### config.mk
export PLATFORM = sky130hd
export DESIGN_NAME = bitmap_id_allocator
export DESIGN_NICKNAME = d
export VERILOG_FILES = /design/src/hw/rtl/bia_pkg.sv /design/src/hw/rtl/bitmap_id_allocator.sv
export SDC_FILE = /design/constraint.sdc
export NUM_CORES = 2
export LEC_CHECK = 0
export ABC_CLOCK_PERIOD_IN_PS = 12100
export BUFFER_PORTS_ARGS = -buffer_cell sky130_fd_sc_hd__clkbuf_2
export CAP_MARGIN = 20
export CELL_PAD_IN_SITES_DETAIL_PLACEMENT = 1
export CELL_PAD_IN_SITES_GLOBAL_PLACEMENT = 2
export CORE_UTILIZATION = 40
export CTS_CLUSTER_DIAMETER = 120
export CTS_CLUSTER_SIZE = 8
export DETAILED_ROUTE_END_ITERATION = 10
export PLACE_DENSITY = 0.76
export RECOVER_POWER = 100
export SLEW_MARGIN = 20
export SYNTH_ARGS = -nofsm -noshare
export SYNTH_HDL_FRONTEND = slang
export SYNTH_SLANG_ARGS = --single-unit
### constraint.sdc
create_clock -name clock -period 12.1 [get_ports clock]
set_input_delay 0.605 -clock clock [delete_from_list [all_inputs] [get_ports clock]]
set_output_delay 0.605 -clock clock [all_outputs]
set_load 0.02 [all_outputs]
### src/hw/rtl/bia_pkg.sv
// Shared types, codes and widths for the bitmap ID allocator.
// No dependencies; imported by bitmap_id_allocator.
package bia_pkg;

   // Field widths fixed by the item format
   localparam int ID_W    = 10;
   localparam int COUNT_W = 11;
   localparam int WORD_W  = 32;
   localparam int BIT_W   = 5;
   localparam int MAX_IDS = 1024;

   typedef logic [1:0]         req_code_type;
   typedef logic [1:0]         status_type;
   typedef logic [ID_W-1:0]    id_type;
   typedef logic [COUNT_W-1:0] count_type;
   typedef logic [WORD_W-1:0]  word_type;

   // Request codes; code 3 behaves as a query
   localparam req_code_type REQ_ALLOC = 2'd0;
   localparam req_code_type REQ_FREE  = 2'd1;
   localparam req_code_type REQ_QUERY = 2'd2;

   // Status codes
   localparam status_type ST_OK       = 2'd0;
   localparam status_type ST_FULL     = 2'd1;
   localparam status_type ST_NOT_USED = 2'd2;

   // Position of the lowest clear bit of a word (0 when none is clear)
   function automatic logic [BIT_W-1:0] first_zero(input word_type w);
      logic [BIT_W-1:0] pos;
      pos = '0;
      for (int i = WORD_W - 1; i >= 0; i--) begin
         if (!w[i]) begin
            pos = BIT_W'(i);
         end
      end
      return pos;
   endfunction

endpackage

### src/hw/rtl/bitmap_id_allocator.sv
// Bitmap ID allocator: used-bit memory of 32-bit rows with a per-row full summary.
// Depends on bia_pkg.
//
// Each item is taken in S_IDLE and finished in S_EXEC: the accept edge reads one 32-bit row
// of the used-bit memory, and the edge that leaves S_EXEC, once the result register is free
// or being taken, applies the modify, writes the row back and loads the result register. No
// new item is taken until the last one has finished. An allocate picks the lowest row whose
// summary bit says it still has a free ID and then the lowest clear bit in that row, giving
// the lowest free ID. A row summary flag and a row-valid flag per row live in flip-flops;
// reset clears them at once, a row never written reads as all free, and no clearing pass is
// needed. IDs at or above the capacity (capped at 1024) are never in use. A finished result
// waits in the output register while the next item is accepted.
module bitmap_id_allocator #(
   parameter int NUM_IDS = 1024
) (
   input  logic                    clock,
   input  logic                    reset,
   input  logic                    req_valid,
   output logic                    req_stall,
   input  bia_pkg::req_code_type   req_type,
   input  bia_pkg::id_type         req_id,
   output logic                    rsp_valid,
   input  logic                    rsp_stall,
   output bia_pkg::id_type         rsp_result_id,
   output bia_pkg::status_type     rsp_status,
   output logic                    rsp_id_in_use,
   output bia_pkg::count_type      rsp_used_count
);
   import bia_pkg::*;

   localparam int IdSpace  = (NUM_IDS < MAX_IDS) ? NUM_IDS : MAX_IDS;
   localparam int Rows     = (IdSpace + WORD_W - 1) / WORD_W;
   localparam int RowAw    = (Rows > 1) ? $clog2(Rows) : 1;
   localparam int LastBits = IdSpace - (Rows - 1) * WORD_W;
   localparam word_type LastMask = (LastBits >= WORD_W) ? {WORD_W{1'b1}}
                                 : word_type'((64'd1 << LastBits) - 64'd1);

   localparam logic S_IDLE = 1'b0;
   localparam logic S_EXEC = 1'b1;

   // Used-bit memory, one 32-bit row per entry
   word_type mem [Rows];

   logic               state_ff, state_in;
   logic [Rows-1:0]    full_ff, full_in;
   logic [Rows-1:0]    row_vld_ff, row_vld_in;
   count_type          count_ff, count_in;
   req_code_type       op_ff;
   id_type             id_ff;
   logic [RowAw-1:0]   row_ff;
   word_type           rd_ff;
   logic               rsp_valid_ff, rsp_valid_in;
   id_type             rsp_id_ff;
   status_type         rsp_status_ff;
   logic               rsp_use_ff;
   count_type          rsp_count_ff;

   logic               accept;
   logic               finish;
   logic [RowAw-1:0]   alloc_row;
   logic [RowAw-1:0]   rd_row;
   logic               all_full;
   word_type           row_mask;
   word_type           word;
   word_type           word_eff;
   word_type           new_word;
   logic [BIT_W-1:0]   free_bit;
   logic               in_range;
   logic               was_used;
   logic               wr_en;
   id_type             res_id;
   status_type         res_status;
   logic               res_use;

   assign accept    = req_valid && !req_stall;
   assign req_stall = (state_ff != S_IDLE);
   assign finish    = (state_ff == S_EXEC) && (!rsp_valid_ff || !rsp_stall);

   // Pick the lowest row that still has a free ID
   always_comb begin
      alloc_row = '0;
      for (int r = Rows - 1; r >= 0; r--) begin
         if (!full_ff[r]) begin
            alloc_row = RowAw'(r);
         end
      end
   end

   assign all_full = &full_ff;
   assign rd_row   = (req_type == REQ_ALLOC) ? alloc_row : req_id[BIT_W +: RowAw];

   // Capture the item and read its row
   always_ff @(posedge clock) begin
      if (accept) begin
         op_ff  <= req_type;
         id_ff  <= req_id;
         row_ff <= rd_row;
         rd_ff  <= mem[rd_row];
      end
   end

   // Modify the row
   always_comb begin
      row_mask = (row_ff == RowAw'(Rows - 1)) ? LastMask : {WORD_W{1'b1}};
      word     = row_vld_ff[row_ff] ? rd_ff : '0;
      word_eff = word | ~row_mask;
      free_bit = first_zero(word_eff);
      in_range = ({1'b0, id_ff} < COUNT_W'(IdSpace));
      was_used = in_range && word[id_ff[BIT_W-1:0]];
      new_word = word;
      wr_en    = 1'b0;
      res_id   = id_ff;
      res_status = ST_OK;
      res_use  = 1'b0;
      full_in    = full_ff;
      row_vld_in = row_vld_ff;
      count_in   = count_ff;
      unique case (op_ff)
         REQ_ALLOC: begin
            if (all_full) begin
               res_id     = '0;
               res_status = ST_FULL;
            end else begin
               new_word[free_bit] = 1'b1;
               wr_en    = 1'b1;
               res_id   = ID_W'({row_ff, free_bit});
               res_use  = 1'b1;
               full_in[row_ff] = &(new_word | ~row_mask);
               count_in = count_ff + COUNT_W'(1);
            end
         end
         REQ_FREE: begin
            if (was_used) begin
               new_word[id_ff[BIT_W-1:0]] = 1'b0;
               wr_en = 1'b1;
               full_in[row_ff] = 1'b0;
               if (count_ff != '0) begin
                  count_in = count_ff - COUNT_W'(1);
               end
            end else begin
               res_status = ST_NOT_USED;
            end
         end
         default: begin
            res_use = was_used;
         end
      endcase
      if (wr_en) begin
         row_vld_in[row_ff] = 1'b1;
      end
   end

   // Write back the modified row
   always_ff @(posedge clock) begin
      if (finish && wr_en) begin
         mem[row_ff] <= new_word;
      end
   end

   // Advance the sequencer and the output valid
   always_comb begin
      state_in     = state_ff;
      rsp_valid_in = rsp_valid_ff;
      if (rsp_valid_ff && !rsp_stall) begin
         rsp_valid_in = 1'b0;
      end
      unique case (state_ff)
         S_IDLE: begin
            if (accept) begin
               state_in = S_EXEC;
            end
         end
         default: begin
            if (finish) begin
               state_in     = S_IDLE;
               rsp_valid_in = 1'b1;
            end
         end
      endcase
   end

   always_ff @(posedge clock) begin
      if (reset) begin
         state_ff     <= S_IDLE;
         full_ff      <= '0;
         row_vld_ff   <= '0;
         count_ff     <= '0;
         rsp_valid_ff <= 1'b0;
      end else begin
         state_ff     <= state_in;
         rsp_valid_ff <= rsp_valid_in;
         if (finish) begin
            full_ff    <= full_in;
            row_vld_ff <= row_vld_in;
            count_ff   <= count_in;
         end
      end
   end

   // Hold the result item until taken
   always_ff @(posedge clock) begin
      if (finish) begin
         rsp_id_ff     <= res_id;
         rsp_status_ff <= res_status;
         rsp_use_ff    <= res_use;
         rsp_count_ff  <= count_in;
      end
   end

   assign rsp_valid      = rsp_valid_ff;
   assign rsp_result_id  = rsp_id_ff;
   assign rsp_status     = rsp_status_ff;
   assign rsp_id_in_use  = rsp_use_ff;
   assign rsp_used_count = rsp_count_ff;

   // Count never passes the capacity
   a_count_bound: assert property (@(posedge clock) disable iff (reset)
      count_ff <= COUNT_W'(IdSpace))
      else $error("used count above capacity");

   // Full status only when every ID is taken
   a_full_count: assert property (@(posedge clock) disable iff (reset)
      rsp_valid && rsp_status == ST_FULL |-> rsp_used_count == COUNT_W'(IdSpace))
      else $error("full reported with free IDs left");

   // An allocate works on a row that still has room
   a_alloc_row: assert property (@(posedge clock) disable iff (reset)
      state_ff == S_EXEC && op_ff == REQ_ALLOC && !all_full |-> !full_ff[row_ff])
      else $error("allocate picked a full row");

   // A successful allocate raises the count by one
   a_alloc_count: assert property (@(posedge clock) disable iff (reset)
      finish && op_ff == REQ_ALLOC && !all_full |=> count_ff == $past(count_ff) + 1'b1)
      else $error("allocate did not raise the count");

endmodule
Yosys cells after proc, flatten, opt, wreduce, memory -nomap -nowiden
Memories as Yosys holds them, arrays and structs flattened. A register that Yosys moved wholly into a read port is not among the register bits. Index checks and enable logic that the tools add are counted.

$add $sub $neg: 2. $lt $le $gt $ge: 6. Equality and inequality tests: 3. Mux-type cells: 104. Bitwise operators: 6. Reductions and logical operators: 19.

Operators with widths (number): 5-bit two-way mux (65); 32-bit two-way mux (5); 32-bit one-hot mux with 2 select lines (2); 32-bit AND (2); 32-bit NOT (2); 32-bit OR (2); 32-bit AND reduction (2); 11-bit two-way mux (3); 32-bit bitwise mux (1); 11-bit one-hot mux with 2 select lines (1); 10-bit two-way mux (2); 5-bit by 6-bit less-than comparator with 1-bit output (second input constant) (3); 1-bit two-way mux (16); 1-bit demux with 5-bit select (3); 5-bit by 1-bit greater-or-equal comparator with 1-bit output (second input constant) (3); 11-bit by 1-bit adder with 11-bit output (second input constant) (1); 11-bit nonzero test (1); 11-bit by 1-bit subtractor with 11-bit output (second input constant) (1); 1-bit binary-select mux with 5-bit select (2); 1-bit logical AND (7); 2-bit zero test (2); 2-bit != test (second input constant) (2); 1-bit one-hot mux with 2 select lines (2); 2-bit one-hot mux with 2 select lines (1); 7 further kinds (9).

Bits in registers: 118. RAM bits: 1024. Bits of input ports: 16. Output and inout bits: 26. Logic and storage cells: 153. Memories: 1.

Memory list: mem (depth 32, width 32, read ports 1, clocked after memory_dff 1, write ports 1, RTL line bitmap_id_allocator.sv:42) `word_type mem [Rows];`.

Longest topological paths before layout
Word-level depth: 44. Mapped depth: 13. Gate-level depth less buffers: 11.

Worst setup path after synthesis
Ideal clock, no wire load.

Path type: register -> register. Start point: register row_ff[0]. End point: memory mem[0][5] (netlist name) (data pin). Setup time: 0.491 ns. Arrival time: 4.173 ns. Required time: 11.609 ns. Setup slack: 7.436 ns. Stages on the path, launching flop included: 12. Period minus slack after synthesis: 4.664 ns. Path through: edfxtp_1 > buf_2 > buf_4 > mux2i_1 > o22ai_1 > o41ai_1 > nand2_1 > o32ai_1 > nor3_1 > nand3b_1 > inv_1 > a311oi_1.

Word-level cells in the longest chain between the ends: 42. Elaborated cells between the ends (all ways): 47. Those cells by class: order compare: 2; mux: 42; bitwise: 2; reduce/logical: 1.

Ends and longest elaborated chain: start: declaration (RTL line bitmap_id_allocator.sv:50) `logic [RowAw-1:0] row_ff;`; start signal: assignment (RTL line bitmap_id_allocator.sv:97) `row_ff <= rd_row;`; 1-bit binary-select mux with 5-bit select * (RTL line bitmap_id_allocator.sv:105) `word = row_vld_ff[row_ff] ? rd_ff : '0;`; 1-bit two-way mux (not written as such) * (RTL line bitmap_id_allocator.sv:105); 32-bit two-way mux * (RTL line bitmap_id_allocator.sv:105); 5-bit two-way mux (32 in series) (RTL line bia_pkg.sv:33) `if (!w[i]) begin`; 5-bit by 6-bit less-than comparator with 1-bit output (not written as such) or 5-bit by 1-bit greater-or-equal comparator with 1-bit output (tied branches) (RTL line bitmap_id_allocator.sv:124) `new_word[free_bit] = 1'b1;`; 1-bit logical AND (not written as such) (RTL line bitmap_id_allocator.sv:124); 1-bit two-way mux (not written as such) (RTL line bitmap_id_allocator.sv:124); 1-bit demux with 5-bit select (RTL line bitmap_id_allocator.sv:124); 32-bit OR (no source line); 32-bit two-way mux (RTL line bitmap_id_allocator.sv:120) `if (all_full) begin`; 32-bit one-hot mux with 2 select lines * (RTL line bitmap_id_allocator.sv:118) `unique case (op_ff)`; named net new_word[5] (RTL line bitmap_id_allocator.sv:66) `word_type new_word;`; end: declaration (RTL line bitmap_id_allocator.sv:42).

The timed path passes the listed nets; every way through them passes the cells marked *. The select of a mux whose other input is x is not followed.

Worst setup path after layout
Start point: register row_ff[0]. End point: memory mem[18][20] (netlist name) (data pin).

Same word-level chain as after synthesis.

==> results.json <==
{
  "status": "complete, but fails checks",
  "violations": "max-capacitance violations, max-slew violations",
  "synth_top_cell_area_share_pct": 66.4,
  "netlist_area_sq_um": 49600,
  "synth.area.top_cells": "edfxtp_1, nand2_1, mux2i_1",
  "place.gp.congestion": 0.868,
  "finalWirelength_mm": 157,
  "start_util_pct": 40.6,
  "skew_ps": 40.8,
  "ff2ff_setup_slack_ps": 3740,
  "r2r-start": "row_ff[0]",
  "crit_family": "compound AO/OA/AOI/OAI gates",
  "hold_path.startpoint": "req_type[1]",
  "worstRegToRegCells": 8,
  "fin_area_sq_um": 56100,
  "ios": 42,
  "swShare_pct": 22.8,
  "path_max_fanout": 46,
  "ys_seq_area_share_pct": 69.5,
  "antenna_found_initial": 1,
  "hpwl_mm": 87.3,
  "drv_cap": 46,
  "rsz0062_at_grt": "no",
  "ys_types": 80,
  "grt_pass1_vias": 34300,
  "path_cells": "mux2i_1 -> o22ai_1 -> o41ai_1 -> nand2_1 -> clkbuf_1 -> o21ai_0 -> nand2_1 -> o21ai_0",
  "hold_viol": 0,
  "setup_viol_count_final": 0,
  "power_leakage_nw": 20.1,
  "chipHeight_microns": 354,
  "slew_headroom_pct": -206,
  "syn_avg_cell_area_sq_um": 12.9,
  "design.die.area_sq_um": 125000,
  "portBuffers": 41,
  "fp.dieW_microns": 354,
  "synth_warnings": 0,
  "p_int_w": 0.00704,
  "clk_latency_ps": 770,
  "max_freq_mhz": 120,
  "setup_ws_ps": 3740,
  "core_area_sq_um": 122000,
  "dr_total_vias": 33400,
  "clockPowerShare_pct": 45.5,
  "grt_max_degree": 158,
  "path_buf_inv": 1,
  "grt_overflow": 0,
  "ys.flop_type": "edfxtp_1",
  "whs_endpoint": "op_ff[1]",
  "post_cts_buffers": 0,
  "dr.pass1.iters": 5,
  "period_needed_ps": 8360,
  "post-place-ws_ps": 6320,
  "cp-end-kind": "flip-flop",
  "grt_usage_pct": 24.8,
  "p_seq_share_pct": 49.2,
  "clock_sinks": 1174,
  "finalCritPeriodShare_pct": 69.1,
  "ctsResizeCount": 0,
  "h-tree-depth": 4,
  "avgRoutedWirePerCell_microns": 28.3,
  "syn-instance-count": 3837,
  "slowest_delay_ps": 3300,
  "critical_path_required_ps": 12020,
  "cts-root-buf": "clkbuf_16",
  "slowest_stage": "o21ai_0",
  "syn_to_final_growth_pct": 13.0,
  "timing.critical_path.arrival_ps": 8270,
  "irDropWorstVdd_mv": 0.129,
  "cts_hold_buf": 4,
  "grt_pass1_wl_mm": 232,
  "drcViolationCount": 0,
  "worstSetupPathType": "flip-flop to flip-flop",
  "drt_iter0_drc": 3257,
  "synth_edf_count": 1097,
  "hp-class": "input pin to flip-flop",
  "worstSetupStartpointType": "flip-flop",
  "fillers": 12400,
  "p_comb_share_pct": 5.3,
  "cts_tree": "built",
  "fin_nets": 3897,
  "synth.most_common_cell": "edfxtp_1",
  "placed_cell_area_sq_um": 52100,
  "hold_depth": 1,
  "synth_area_leader_cell": "edfxtp_1",
  "async_reset_ff_share_pct": 0,
  "syn-num-nets": 3855,
  "power.switching_w": 0.00209,
  "fin_tns_setup_ps": 0,
  "worst_slew_pin_slew_ps": 4540,
  "p_per_area_nw_per_um2": 163,
  "clock_path_buffers": 3,
  "r2r_end": "mem[18][20]",
  "clkSlewWorstSetupHoldPaths_ps": 50,
  "drive_above_1_share_pct": 8.31,
  "synth_common_cells": "edfxtp_1, nand2_1, nand3_1",
  "ant_nets": 0,
  "cts_buffers": 165,
  "via_per_inst": 6.04,
  "row_count": 128,
  "synth-seq-cells": 1174,
  "slew_violations": 1362
}
layout by cell type, fill, tap and decap left out, types with 8 or more instances in the layout:
cell type / count
a211o_1: 9
a211oi_1: 68
a21oi_1: 180
a21oi_2: 8
a311oi_1: 66
a31oi_1: 13
a32o_1: 37
and3_1: 74
buf_4: 53
clkbuf_1: 96
clkbuf_16: 168
dfxtp_1: 77
edfxtp_1: 1097
inv_1: 22
mux2i_1: 244
nand2_1: 726
nand2b_1: 19
nand3_1: 360
nand3b_1: 8
nand4_1: 29
nor2_1: 102
nor2_4: 24
nor2b_1: 36
nor3_1: 22
o211ai_1: 8
o21ai_0: 92
o22ai_1: 14
o311ai_0: 8
o31a_1: 34
o41ai_1: 29
or3_1: 10
kinds of logic after synthesis:
family | share of synthesized area, %
AND/OR/NAND/NOR | 13.2
flip-flops | 69.5
AO/OA/AOI/OAI | 9.53
buffers and inverters | 2.33
multiplexers | 5.22
XOR/XNOR | 0.194
adder cells (fa/ha/maj) | 0.0706
power groups by stage:
stage / clock network [W] / logic (W) / registers, W
2_1_floorplan: 0 / 0.000314 / 0.00452
3_3_place_gp: 0 / 0.000480 / 0.00456
3_5_place_dp: 0 / 0.000484 / 0.00456
4_1_cts: 0.00423 / 0.000488 / 0.00448
5_1_grt: 0.00437 / 0.000518 / 0.00448
6_report: 0.00416 / 0.000486 / 0.00449
sequential cells by signal, indices dropped and copies added (netlist names), 5 cells and up:
name	cells
count_ff	11
rsp_used_count	11
rsp_result_id	10
mem	1024
row_vld_ff	32
rd_ff	32
full_ff	32
row_ff	5
id_ff	10
worst max path at each step:
| stage | from | endpoint | slack (ps) | cells past startpoint |
|---|---|---|---|---|
| after global placement | row_ff[0] | mem[11][12] | 6440 | 10 |
| final | row_ff[0] | mem[18][20] | 3740 | 8 |
| after CTS | row_ff[0] | mem[3][5] | 6260 | 10 |
| after floorplan | row_ff[0] | mem[0][5] | 7440 | 11 |
| after detailed placement | row_ff[0] | mem[11][6] | 6320 | 10 |
| after global routing | row_ff[0] | mem[24][20] | 3190 | 8 |
through the flow:
| stage | utilization, % | std cells | hold slack [ps] | power [W] |
|---|---|---|---|---|
| 2_1_floorplan | - | 3837 | 436 | 0.00483 |
| 3_3_place_gp | 42.6 | 5330 | 448 | 0.00504 |
| 3_5_place_dp | 42.6 | 5332 | 454 | 0.00504 |
| 4_1_cts | 46.3 | 5534 | 1.57 | 0.00920 |
| 5_1_grt | 45.8 | 5535 | 59.8 | 0.00938 |
| 6_report | 45.8 | 5536 | 78.8 | 0.00913 |
layout make-up:
cell class | count | area [sq um] | share of cell area, %
inverters | 25 | 110 | 0.196
multi-input cells | 2366 | 14100 | 25.2
repair buffers | 147 | 833 | 1.49
clock inverters | 14 | 234 | 0.417
flip-flops and latches | 1174 | 34500 | 61.5
diodes | 1 | 2.50 | 0.00446
well taps | 1625 | 2030 | 3.63
clock buffers | 184 | 4260 | 7.60
per-layer routing:
layer | global-route usage [%] | vias up | share of wire (%)
met5 | 0 | - | 0
met4 | 7.82 | 0 | 2.8
met3 | 3.79 | 253 | 6.0
met2 | 39.7 | 1121 | 47
met1 | 34.7 | 17500 | 44
li1 | - | 14500 | -
Note: power is estimated with default switching activity, not from simulation.
